===== src/rtl/core/sha1_stream_hasher_unit_assert.svh =====
// Assertion macros for the SHA-1 hasher controller.
`ifndef SHA1_STREAM_HASHER_UNIT_ASSERT_SVH
`define SHA1_STREAM_HASHER_UNIT_ASSERT_SVH

// Same-cycle implication, disabled during reset.
`define SHA1SH_CHECK_NOW(name, ck, rn, ante, cons) \
    name: assert property (@(posedge ck) disable iff (!rn) (ante) |-> (cons)) \
        else $error("sha1sh: same-cycle check failed");

// Next-cycle implication, disabled during reset.
`define SHA1SH_CHECK_NEXT(name, ck, rn, ante, cons) \
    name: assert property (@(posedge ck) disable iff (!rn) (ante) |=> (cons)) \
        else $error("sha1sh: next-cycle check failed");

`endif


===== src/rtl/core/sha1sh_pkg.sv =====
package sha1sh_pkg;

    typedef enum logic [2:0] {
        ST_IDLE,
        ST_LOAD,
        ST_ROUND,
        ST_ADD,
        ST_PAD,
        ST_ZERO,
        ST_LEN,
        ST_OUT
    } state_t;

    typedef enum logic [1:0] {
        BSRC_DATA,
        BSRC_PAD,
        BSRC_ZERO,
        BSRC_LEN
    } byte_src_t;

    typedef enum logic [1:0] {
        PH_CHOOSE,
        PH_PARITY_A,
        PH_MAJORITY,
        PH_PARITY_B
    } phase_t;

    localparam logic [6:0]  ROUND_LAST     = 7'd79;
    localparam logic [6:0]  PHASE_B_START  = 7'd20;
    localparam logic [6:0]  PHASE_C_START  = 7'd40;
    localparam logic [6:0]  PHASE_D_START  = 7'd60;
    localparam logic [5:0]  POS_LAST       = 6'd63;
    localparam logic [5:0]  POS_LEN        = 6'd56;
    localparam logic [2:0]  DIGEST_LAST    = 3'd4;
    localparam logic [7:0]  PAD_BYTE       = 8'h80;
    localparam logic [63:0] LEN_STEP       = 64'd8;

    typedef struct packed {
        logic      byte_wr;
        byte_src_t byte_src;
        logic      len_add;
        logic      load;
        logic      round;
        phase_t    phase;
        logic      add;
        logic      restart;
        logic [2:0] out_idx;
    } dp_cmd_t;

    typedef struct packed {
        logic [5:0] pos;
    } dp_status_t;

    function automatic logic [31:0] init_word(input logic [2:0] idx);
        logic [31:0] v;
        unique case (idx)
            3'd0:    v = 32'h67452301;
            3'd1:    v = 32'hEFCDAB89;
            3'd2:    v = 32'h98BADCFE;
            3'd3:    v = 32'h10325476;
            3'd4:    v = 32'hC3D2E1F0;
            default: v = 32'h67452301;
        endcase
        return v;
    endfunction

    function automatic logic [31:0] round_const(input phase_t ph);
        logic [31:0] k;
        unique case (ph)
            PH_CHOOSE:   k = 32'h5A827999;
            PH_PARITY_A: k = 32'h6ED9EBA1;
            PH_MAJORITY: k = 32'h8F1BBCDC;
            PH_PARITY_B: k = 32'hCA62C1D6;
            default:     k = 32'h5A827999;
        endcase
        return k;
    endfunction

endpackage


===== src/rtl/core/sha1_stream_hasher_unit.sv =====
// Channel    | Dir | Handshake              | Payload (lowest bit first)
// s_axis     | in  | s_axis_tvalid/tready   | tdata: data_byte; tuser: byte_present;
//            |     |                        | tlast: final_item
// m_axis     | out | m_axis_tvalid/tready   | tdata: digest_word; tuser: word_index;
//            |     |                        | tlast: last_word
//
// A word that does not complete a 64-byte block is taken without a compression.
// A word that completes a block starts a compression: one load, 80 rounds of the
// single round unit, one chaining add. A final word then pads the block byte by
// byte (up to 72 bytes, one or two more compressions) and emits five digest words,
// one per cycle while m_axis_tready is high.
// Reset loads the initial vector and clears the bit count and byte position;
// the block buffer holds no reset. s_axis_tready drops during compression,
// padding and digest output; a low m_axis_tready holds the current word.
module sha1_stream_hasher_unit (
    input  logic        clk,
    input  logic        rst_n,
    input  logic        s_axis_tvalid,
    output logic        s_axis_tready,
    input  logic [7:0]  s_axis_tdata,   // [7:0] data_byte
    input  logic        s_axis_tuser,   // [0] byte_present
    input  logic        s_axis_tlast,
    output logic        m_axis_tvalid,
    input  logic        m_axis_tready,
    output logic [31:0] m_axis_tdata,   // [31:0] digest_word
    output logic [2:0]  m_axis_tuser,   // [2:0] word_index
    output logic        m_axis_tlast
);
    import sha1sh_pkg::*;

    dp_cmd_t    cmd;
    dp_status_t status;

    // Sequence loads, rounds, padding and digest output.
    sha1sh_ctrl u_ctrl (
        .clk        (clk),
        .rst_n      (rst_n),
        .in_valid   (s_axis_tvalid),
        .in_present (s_axis_tuser),
        .in_final   (s_axis_tlast),
        .in_ready   (s_axis_tready),
        .out_valid  (m_axis_tvalid),
        .out_ready  (m_axis_tready),
        .out_index  (m_axis_tuser),
        .out_last   (m_axis_tlast),
        .status     (status),
        .cmd        (cmd)
    );

    // Hold the block, schedule, working and chaining words, and the bit count.
    sha1sh_datapath u_datapath (
        .clk         (clk),
        .rst_n       (rst_n),
        .data_byte   (s_axis_tdata),
        .cmd         (cmd),
        .status      (status),
        .digest_word (m_axis_tdata)
    );

endmodule


===== src/rtl/core/sha1sh_datapath.sv =====
module sha1sh_datapath (
    input  logic                   clk,
    input  logic                   rst_n,
    input  logic [7:0]             data_byte,
    input  sha1sh_pkg::dp_cmd_t    cmd,
    output sha1sh_pkg::dp_status_t status,
    output logic [31:0]            digest_word
);
    import sha1sh_pkg::*;

    logic [31:0] sched_reg [16];
    logic [31:0] work_reg [5];
    logic [31:0] chain_reg [5];
    logic [63:0] len_reg;
    logic [63:0] len_next;
    logic [5:0]  pos_reg;
    logic [5:0]  pos_next;

    logic [7:0]  byte_val;
    logic [63:0] len_shifted;
    logic [31:0] w_mix;
    logic [31:0] w_next;
    logic [31:0] f_val;
    logic [31:0] tmp_val;
    logic [31:0] a_w, b_w, c_w, d_w, e_w;

    assign status.pos = pos_reg;

    // Length bytes go out most significant first: byte i sits at bit (7 - i) * 8.
    assign len_shifted = len_reg >> {~pos_reg[2:0], 3'b000};

    always_comb
    begin
        unique case (cmd.byte_src)
            BSRC_DATA: byte_val = data_byte;
            BSRC_PAD:  byte_val = PAD_BYTE;
            BSRC_ZERO: byte_val = 8'h00;
            BSRC_LEN:  byte_val = len_shifted[7:0];
            default:   byte_val = 8'h00;
        endcase
    end

    assign a_w = work_reg[0];
    assign b_w = work_reg[1];
    assign c_w = work_reg[2];
    assign d_w = work_reg[3];
    assign e_w = work_reg[4];

    // Sliding schedule window: entry 0 is w[t], entry 15 receives w[t+16].
    assign w_mix  = sched_reg[13] ^ sched_reg[8] ^ sched_reg[2] ^ sched_reg[0];
    assign w_next = {w_mix[30:0], w_mix[31]};

    always_comb
    begin
        unique case (cmd.phase)
            PH_CHOOSE:   f_val = (b_w & c_w) | (~b_w & d_w);
            PH_MAJORITY: f_val = (b_w & c_w) | (b_w & d_w) | (c_w & d_w);
            PH_PARITY_A,
            PH_PARITY_B: f_val = b_w ^ c_w ^ d_w;
            default:     f_val = b_w ^ c_w ^ d_w;
        endcase
    end

    assign tmp_val = {a_w[26:0], a_w[31:27]} + f_val + e_w
                     + round_const(cmd.phase) + sched_reg[0];

    always_ff @(posedge clk)
    begin
        if (cmd.round)
        begin
            for (int i = 0; i < 15; i++)
            begin
                sched_reg[i] <= sched_reg[i + 1];
            end
            sched_reg[15] <= w_next;
        end
        else if (cmd.byte_wr)
        begin
            unique case (pos_reg[1:0])
                2'd0:    sched_reg[pos_reg[5:2]][31:24] <= byte_val;
                2'd1:    sched_reg[pos_reg[5:2]][23:16] <= byte_val;
                2'd2:    sched_reg[pos_reg[5:2]][15:8]  <= byte_val;
                2'd3:    sched_reg[pos_reg[5:2]][7:0]   <= byte_val;
                default: sched_reg[pos_reg[5:2]][7:0]   <= byte_val;
            endcase
        end
    end

    always_ff @(posedge clk)
    begin
        if (cmd.load)
        begin
            for (int i = 0; i < 5; i++)
            begin
                work_reg[i] <= chain_reg[i];
            end
        end
        else if (cmd.round)
        begin
            work_reg[0] <= tmp_val;
            work_reg[1] <= a_w;
            work_reg[2] <= {b_w[1:0], b_w[31:2]};
            work_reg[3] <= c_w;
            work_reg[4] <= d_w;
        end
    end

    always_ff @(posedge clk or negedge rst_n)
    begin
        if (!rst_n)
        begin
            for (int i = 0; i < 5; i++)
            begin
                chain_reg[i] <= init_word(3'(i));
            end
        end
        else if (cmd.restart)
        begin
            for (int i = 0; i < 5; i++)
            begin
                chain_reg[i] <= init_word(3'(i));
            end
        end
        else if (cmd.add)
        begin
            for (int i = 0; i < 5; i++)
            begin
                chain_reg[i] <= chain_reg[i] + work_reg[i];
            end
        end
    end

    always_comb
    begin
        len_next = len_reg;
        pos_next = pos_reg;
        if (cmd.restart)
        begin
            len_next = '0;
            pos_next = '0;
        end
        else
        begin
            if (cmd.len_add)
            begin
                len_next = len_reg + LEN_STEP;
            end
            if (cmd.byte_wr)
            begin
                pos_next = pos_reg + 6'd1;
            end
        end
    end

    always_ff @(posedge clk or negedge rst_n)
    begin
        if (!rst_n)
        begin
            len_reg <= '0;
            pos_reg <= '0;
        end
        else
        begin
            len_reg <= len_next;
            pos_reg <= pos_next;
        end
    end

    always_comb
    begin
        unique case (cmd.out_idx)
            3'd0:    digest_word = chain_reg[0];
            3'd1:    digest_word = chain_reg[1];
            3'd2:    digest_word = chain_reg[2];
            3'd3:    digest_word = chain_reg[3];
            3'd4:    digest_word = chain_reg[4];
            default: digest_word = chain_reg[0];
        endcase
    end

endmodule


===== src/rtl/core/sha1sh_ctrl.sv =====
`include "sha1_stream_hasher_unit_assert.svh"

module sha1sh_ctrl (
    input  logic                   clk,
    input  logic                   rst_n,
    input  logic                   in_valid,
    input  logic                   in_present,
    input  logic                   in_final,
    output logic                   in_ready,
    output logic                   out_valid,
    input  logic                   out_ready,
    output logic [2:0]             out_index,
    output logic                   out_last,
    input  sha1sh_pkg::dp_status_t status,
    output sha1sh_pkg::dp_cmd_t    cmd
);
    import sha1sh_pkg::*;

    state_t     state_reg;
    state_t     state_next;
    state_t     resume_reg;
    state_t     resume_next;
    logic [6:0] round_reg;
    logic [6:0] round_next;
    logic [2:0] out_idx_reg;
    logic [2:0] out_idx_next;

    always_comb
    begin
        state_next   = state_reg;
        resume_next  = resume_reg;
        round_next   = round_reg;
        out_idx_next = out_idx_reg;
        unique case (state_reg)
            ST_IDLE:
            begin
                if (in_valid)
                begin
                    if (in_present && status.pos == POS_LAST)
                    begin
                        state_next  = ST_LOAD;
                        resume_next = in_final ? ST_PAD : ST_IDLE;
                    end
                    else if (in_final)
                    begin
                        state_next = ST_PAD;
                    end
                end
            end
            ST_LOAD:
            begin
                round_next = '0;
                state_next = ST_ROUND;
            end
            ST_ROUND:
            begin
                round_next = round_reg + 7'd1;
                if (round_reg == ROUND_LAST)
                begin
                    state_next = ST_ADD;
                end
            end
            ST_ADD:
            begin
                state_next = resume_reg;
            end
            ST_PAD:
            begin
                if (status.pos == POS_LAST)
                begin
                    state_next  = ST_LOAD;
                    resume_next = ST_ZERO;
                end
                else
                begin
                    state_next = ST_ZERO;
                end
            end
            ST_ZERO:
            begin
                if (status.pos == POS_LEN)
                begin
                    state_next = ST_LEN;
                end
                else if (status.pos == POS_LAST)
                begin
                    state_next  = ST_LOAD;
                    resume_next = ST_ZERO;
                end
            end
            ST_LEN:
            begin
                if (status.pos == POS_LAST)
                begin
                    state_next  = ST_LOAD;
                    resume_next = ST_OUT;
                end
            end
            ST_OUT:
            begin
                if (out_ready)
                begin
                    if (out_idx_reg == DIGEST_LAST)
                    begin
                        out_idx_next = '0;
                        resume_next  = ST_IDLE;
                        state_next   = ST_IDLE;
                    end
                    else
                    begin
                        out_idx_next = out_idx_reg + 3'd1;
                    end
                end
            end
            default:
            begin
                state_next = ST_IDLE;
            end
        endcase
    end

    always_comb
    begin
        in_ready  = (state_reg == ST_IDLE);
        out_valid = (state_reg == ST_OUT);
        out_index = out_idx_reg;
        out_last  = (out_idx_reg == DIGEST_LAST);

        cmd          = '0;
        cmd.byte_src = BSRC_DATA;
        cmd.out_idx  = out_idx_reg;
        priority if (round_reg < PHASE_B_START)
        begin
            cmd.phase = PH_CHOOSE;
        end
        else if (round_reg < PHASE_C_START)
        begin
            cmd.phase = PH_PARITY_A;
        end
        else if (round_reg < PHASE_D_START)
        begin
            cmd.phase = PH_MAJORITY;
        end
        else
        begin
            cmd.phase = PH_PARITY_B;
        end

        unique case (state_reg)
            ST_IDLE:
            begin
                cmd.byte_wr = in_valid && in_present;
                cmd.len_add = in_valid && in_present;
            end
            ST_LOAD:  cmd.load = 1'b1;
            ST_ROUND: cmd.round = 1'b1;
            ST_ADD:   cmd.add = 1'b1;
            ST_PAD:
            begin
                cmd.byte_wr  = 1'b1;
                cmd.byte_src = BSRC_PAD;
            end
            ST_ZERO:
            begin
                cmd.byte_wr  = (status.pos != POS_LEN);
                cmd.byte_src = BSRC_ZERO;
            end
            ST_LEN:
            begin
                cmd.byte_wr  = 1'b1;
                cmd.byte_src = BSRC_LEN;
            end
            ST_OUT:   cmd.restart = out_ready && (out_idx_reg == DIGEST_LAST);
            default:  cmd.restart = 1'b0;
        endcase
    end

    always_ff @(posedge clk or negedge rst_n)
    begin
        if (!rst_n)
        begin
            state_reg   <= ST_IDLE;
            resume_reg  <= ST_IDLE;
            round_reg   <= '0;
            out_idx_reg <= '0;
        end
        else
        begin
            state_reg   <= state_next;
            resume_reg  <= resume_next;
            round_reg   <= round_next;
            out_idx_reg <= out_idx_next;
        end
    end

    `SHA1SH_CHECK_NOW(a_ready_excludes_valid, clk, rst_n, in_ready, !out_valid)
    `SHA1SH_CHECK_NEXT(a_rounds_run_on, clk, rst_n, (state_reg == ST_ROUND) && (round_reg != ROUND_LAST), state_reg == ST_ROUND)
    `SHA1SH_CHECK_NOW(a_len_in_tail, clk, rst_n, state_reg == ST_LEN, status.pos[5:3] == 3'b111)
    `SHA1SH_CHECK_NOW(a_digest_on_block_edge, clk, rst_n, (state_reg == ST_ADD) && (resume_reg == ST_OUT), status.pos == POS_LAST + 6'd1)
    `SHA1SH_CHECK_NEXT(a_digest_done, clk, rst_n, out_valid && out_ready && out_last, (state_reg == ST_IDLE) && (out_idx_reg == 3'd0))

endmodule


===== config.mk =====
export PLATFORM = sky130hd
export DESIGN_NAME = sha1_stream_hasher_unit
export DESIGN_NICKNAME = d
export VERILOG_FILES = /design/src/rtl/core/sha1sh_pkg.sv /design/src/rtl/core/sha1_stream_hasher_unit.sv /design/src/rtl/core/sha1sh_datapath.sv /design/src/rtl/core/sha1sh_ctrl.sv
export VERILOG_INCLUDE_DIRS = /design/src /design/src/rtl/core
export SDC_FILE = /design/constraint.sdc
export NUM_CORES = 2
export LEC_CHECK = 0
export ABC_CLOCK_PERIOD_IN_PS = 15040
export BUFFER_PORTS_ARGS = -buffer_cell sky130_fd_sc_hd__buf_4
export CAP_MARGIN = 30
export CORE_UTILIZATION = 69
export DETAILED_ROUTE_END_ITERATION = 12
export PLACE_DENSITY = 0.86
export RECOVER_POWER = 50
export SYNTH_ARGS = -nofsm -noshare
export SYNTH_HDL_FRONTEND = slang
export SYNTH_SLANG_ARGS = --single-unit

===== constraint.sdc =====
create_clock -name clk -period 15.04 [get_ports clk]
set_clock_uncertainty 0.05 [all_clocks]
set_input_delay 3.008 -clock clk [delete_from_list [all_inputs] [get_ports clk]]
set_output_delay 3.008 -clock clk [all_outputs]
set_load 0.005 [all_outputs]

After elaboration in Yosys (flattened, before gate mapping)
Memories as Yosys holds them, arrays and structs flattened.
Cells that the tools add are included.

storage, ports and cells
  memories = 2
  register bits after elaboration = 246
  memory bits (writable) = 672
  word-level logic and storage cells = 168
  input bits = 14
  output and inout bits = 38

operators by class
  bitwise operators = 19
  reduce and logical (&&, ||, !) cells = 18
  mux-type cells = 69
  add/subtract/negate cells = 13
  $lt $le $gt $ge = 3
  shift-type cells = 1
  equal/unequal tests = 32

memory list
  memory                depth  width  rd ports  clocked after memory_dff  write ports  line                   text
  u_datapath.sched_reg  16     32     16        0                         16           sha1sh_datapath.sv:11  logic [31:0] sched_reg [16];
  u_datapath.work_reg   5      32     5         0                         5            sha1sh_datapath.sv:12  logic [31:0] work_reg [5];

operator list
  cell                                                        number
  2-to-1 mux 160 bit                                          2
  adder 32 bit                                                9
  one-hot mux 32 bit (4 select lines)                         2
  2-to-1 mux 32 bit                                           6
  XOR 32 bit                                                  5
  bitwise AND 32 bit                                          4
  2-to-1 mux 64 bit                                           2
  OR 32 bit                                                   3
  one-hot mux 32 bit (3 select lines)                         1
  adder 64 x 4 -> 64 bit, second input constant               1
  >> shifter 64 x 6 -> 8 bit                                  1
  2-to-1 mux 3 bit                                            16
  NOT 32 bit                                                  1
  one-hot mux 8 bit (4 select lines)                          1
  OR reduction 32 bit                                         1
  2-to-1 mux 1 bit                                            28
  one-hot mux 3 bit (8 select lines)                          1
  equality test 3 bit, second input constant                  5
  one-hot mux 3 bit (5 select lines)                          1
  less-than comparator 7 x 6 -> 1 bit, second input constant  2
  one-hot mux 7 bit (2 select lines)                          1
  equality test 2 bit, second input constant                  6
  equality test 3 x 2 -> 1 bit, second input constant         4
  equality test 6 bit, second input constant                  2
  other kinds (27)                                            50

Logic depth before layout (Yosys ltp)
  depth in word-level cells = 12
  depth in mapped cells = 27
  depth with buffers taken out = 25

Modules after synthesis
Synthesis repeated with hierarchy kept, for this count alone.

second synthesis, totals
  cells, all modules = 5460
  area, all modules = 53741.5 sq um

modules (own cells, without submodules)
  module           cells an instance  instances  area an instance (sq um)  sequential area each (sq um)
  sha1sh_datapath  5312               1          52524.1                   25959.9
  sha1sh_ctrl      148                1          1217.4                    400.4

Worst setup path after synthesis
Ideal clock, no wire load.

  kind = register to register
  start point = register u_ctrl.state_reg[1]
  end point = register u_ctrl.round_reg[6]
  cell stages (with the launch flop) = 6
  arrival = 9931 ps
  required time = 14863 ps
  path buffers = 1
  path slack = 4933 ps
  clock period less this slack = 10107 ps
  library setup time = 127 ps
  cell sequence = dfrtp_1 clkbuf_1 nand2b_1 a21oi_1 o21ai_0 a22o_1

between the ends
  cells in the longest elaborated chain, start to end = 2
  elaborated cells between the ends (all ways) = 4
  classes of those cells = 2 x eq/ne; 1 x mux; 1 x reduce/logical

RTL lines
  what                                                                                 line                text
  start: declaration                                                                   sha1sh_ctrl.sv:19   state_t state_reg;
  start signal: assignment                                                             sha1sh_ctrl.sv:189  state_reg <= state_next;
  equality test 3 x 2 -> 1 bit / equality test 3 x 1 -> 1 bit (equally long branches)  sha1sh_ctrl.sv:34   unique case (state_reg)
  one-hot mux 7 bit (2 select lines) / nonzero test 2 bit (equally long branches)      --
  end signal: assignment                                                               sha1sh_ctrl.sv:191  round_reg <= round_next;
  end: declaration                                                                     sha1sh_ctrl.sv:23   logic [6:0] round_reg;

Several ways; a longest one is shown, not always the timed one.
A chain may end at the register's enable or synchronous reset.

==> out/qor.csv <==
stage,metric,value,unit
routing,dr.pass1.iters,8,
sta,rsz0062_at_grt,no,
die,die_y,278.9,um
synthesis,synth_area,52910,sq um
cells_and_area,nets,5636,
sta,worstMarginPinSlew,9.861,ns
die,boundaryPins,52,
global_routing,overflow,0,
global_routing,grt_pass1_wl,226000,um
cts,clockBufferDepth,3,
synthesis,synth_top_cell_area_share,38.14,%
worst_setup_path,end_kind,register,
die,coreArea,75950,sq um
cts,clkLatencyLatePin,0.68,ns
cts,cts_buffers,94,
synthesis,synth_fp_nets,5732,
outcome,status,"complete, but fails checks",
global_routing,grt_pass1_vias,40330,
cells_and_area,fillers,4980,
cells_and_area,areaGrowthSynthToFinish,7.884,%
die,fp-row-count,101,
placed_design,hpwl,96730,um
cts,clkSlewWorstSetupHoldPaths,0.06,ns
routing,drt_wl_total,144800,um
die,die_w,278.9,um
sta,setup_viol,0,
routing,num_vias,41750,
cts,post-cts-setup-buffers,0,
global_routing,grt_util_all_layers,37.60,%
synthesis,ys_seq_area_share,49.82,%
synthesis,synth_area_leader_cell,edfxtp_1,
synthesis,synthFlopType,edfxtp_1,
worst_setup_path,crit_fanout,59,
outcome,violations,"max-capacitance violations, max-slew violations",
job,max_cap_violations,13,
synthesis,synth_area_leaders,"edfxtp_1 38%, nand2_1 8.1%, dfrtp_1 7.7%",
placed_design,placedInstanceArea,53950,sq um
global_routing,grt_start_max_net_pins,219,
sta,hold_viol,0,
cells_and_area,design_area,57080,sq um
global_routing,grt_antenna_before_repair,0,
synthesis,synth-seq-cells,915,
worst_setup_path,critPathKind,register to register,
die,die_area,77790,sq um
routing,wire_per_inst,22.64,um
routing,ant_nets,0,
synthesis,yosysMostFrequentCell,nand2_1,
cts,clk_root_buffer_cell,clkbuf_16,
cells_and_area,diodes,0,
sta,whs,0.4414,ns
synthesis,synth_common_cells,"1141 x nand2_1, 719 x o21ai_0, 672 x edfxtp_1, 279 x nor2_1, 272 x a21oi_1",
routing,vias_per_cell,6.525,
sta,slew_viol_final,799,
worst_setup_path,worstSetupStartpointType,register,
routing,drt_iter0_drc,4962,
die,start_util,69.67,%
sta,slew_headroom,-557.4,%
cts,ctsResizeCount,0,
cts,cts_tree,yes,
cells_and_area,drive_above_1_share,6.761,%
synthesis,synth_edf_count,672,
routing,drc_errors,0,
placed_design,gp_congestion,0.9945,
cts,cts_sinks,915,
sta,setup_tns,0,ns
worst_setup_path,cp.required,15.35,ns
worst_setup_path,arrival,10.20,ns
synthesis,async_reset_ff_share,26.56,%
cts,htreeDepth,3,
sta,min_period,9.891,ns
synthesis,syn_inst,5385,
synthesis,synthDistinctLibCells,83,
placed_design,port_buffers,51,
sta,timing.fmax,101.1,MHz
synthesis,avgSynthCellArea,9.826,sq um
synthesis,yosys_warnings,0,
cells_and_area,largest_register_ffs,512,
cts,hold_buffers,0,
sta,post-route-period-util,65.77,%
min_path,min_path_type,register to register,
==> logic make-up (layout without fill, tap and decap cells) <==
family	after synthesis	in the layout	share of synthesized area, %
AOI/OAI and AO/OA	1445	1445	15.88
xor gates and xnor gates	309	309	5.115
adders and majority gates	334	334	9.667
buffers and inverters	532	516	3.824
DFF	915	915	49.82
muxes	68	68	1.625
and+or+nand+nor	1782	1782	14.07
==> area by class of cell <==
class	instances	area, sq um	share of cell area, %
Timing Repair Buffer	93	664.4	1.164
Sequential cell	915	26360	46.18
Clock inverter	43	546.8	0.9579
Multi-Input combinational cell	3938	24620	43.14
Inverter	247	927.1	1.624
Tap cell	1030	1289	2.258
Clock buffer	133	2670	4.678
==> worst paths after layout <==
kind	from	to	slack [ns]	depth (start not counted)
worst min-delay path	u_ctrl.resume_reg[0]	u_ctrl.resume_reg[0]	0.44	2
min in group asynchronous	rst_n	u_datapath.chain_reg[3]	4.68	1
max in group asynchronous	rst_n	u_datapath.len_reg[44]	6.52	1
worst max-delay path	u_ctrl.round_reg[5]	u_datapath.work_reg[0][28]	5.15	24
worst min register to register	u_ctrl.resume_reg[0]	u_ctrl.resume_reg[0]	0.44	2
worst max register to register	u_ctrl.round_reg[5]	u_datapath.work_reg[0][28]	5.15	24
==> per-layer routing <==
layer  part of all wire, %  GRT usage, %
met5                     0             0
met4                   5.3         18.55
met3                    12         6.301
met2                    45         58.74
met1                    37         51.46
==> per-stage QoR <==
stage / setup slack (ns) / utilization (%) / std cells
3_5_place_dp: 7.378 / 71.03 / 6220
3_3_place_gp: 7.565 / 71.00 / 6217
4_1_cts: 7.302 / 75.27 / 6396
2_1_floorplan: 4.933 / - / 5385
6_report: 5.149 / 75.16 / 6399
5_1_grt: 4.704 / 75.16 / 6399
==> critical path, stage by stage, from the launching register on <==
cell	delay, ns
dfrtp_1	0.46
inv_2	0.07
maj3_1	0.38
a221o_1	0.36
clkbuf_1	0.70
inv_1	0.38
ha_2	0.22
clkbuf_1	1.77
inv_1	0.72
o21ai_0	0.42
fa_1	0.50
fa_1	0.58
inv_1	0.06
ha_1	0.29
a21o_1	0.18
a21o_1	0.21
nand3_1	0.09
nand3_1	0.11
a41oi_1	0.55
o21ai_1	0.27
a41oi_1	0.50
o21ai_1	0.20
a31oi_1	0.25
xor2_1	0.16
o21ai_0	0.08
==> layout by cell type, fill, tap and decap left out, types with 29 or more instances in the layout <==
master	count
nand2_1	1140
o21ai_0	724
edfxtp_1	672
nor2_1	276
a21oi_1	271
inv_1	244
ha_1	207
dfrtp_1	163
xnor2_1	159
xor2_1	150
fa_1	125
nand3_1	99
clkbuf_16	95
a21o_1	94
dfstp_2	80
buf_4	70
a22oi_1	65
nor3_1	63
a31oi_1	57
mux2i_1	42
clkbuf_1	39
nand2b_1	33
and3_1	32
nand4_1	32
o21a_1	29
Power is not shown: default switching activity piles up to over one toggle a cycle in this logic, so the estimate is an artifact.
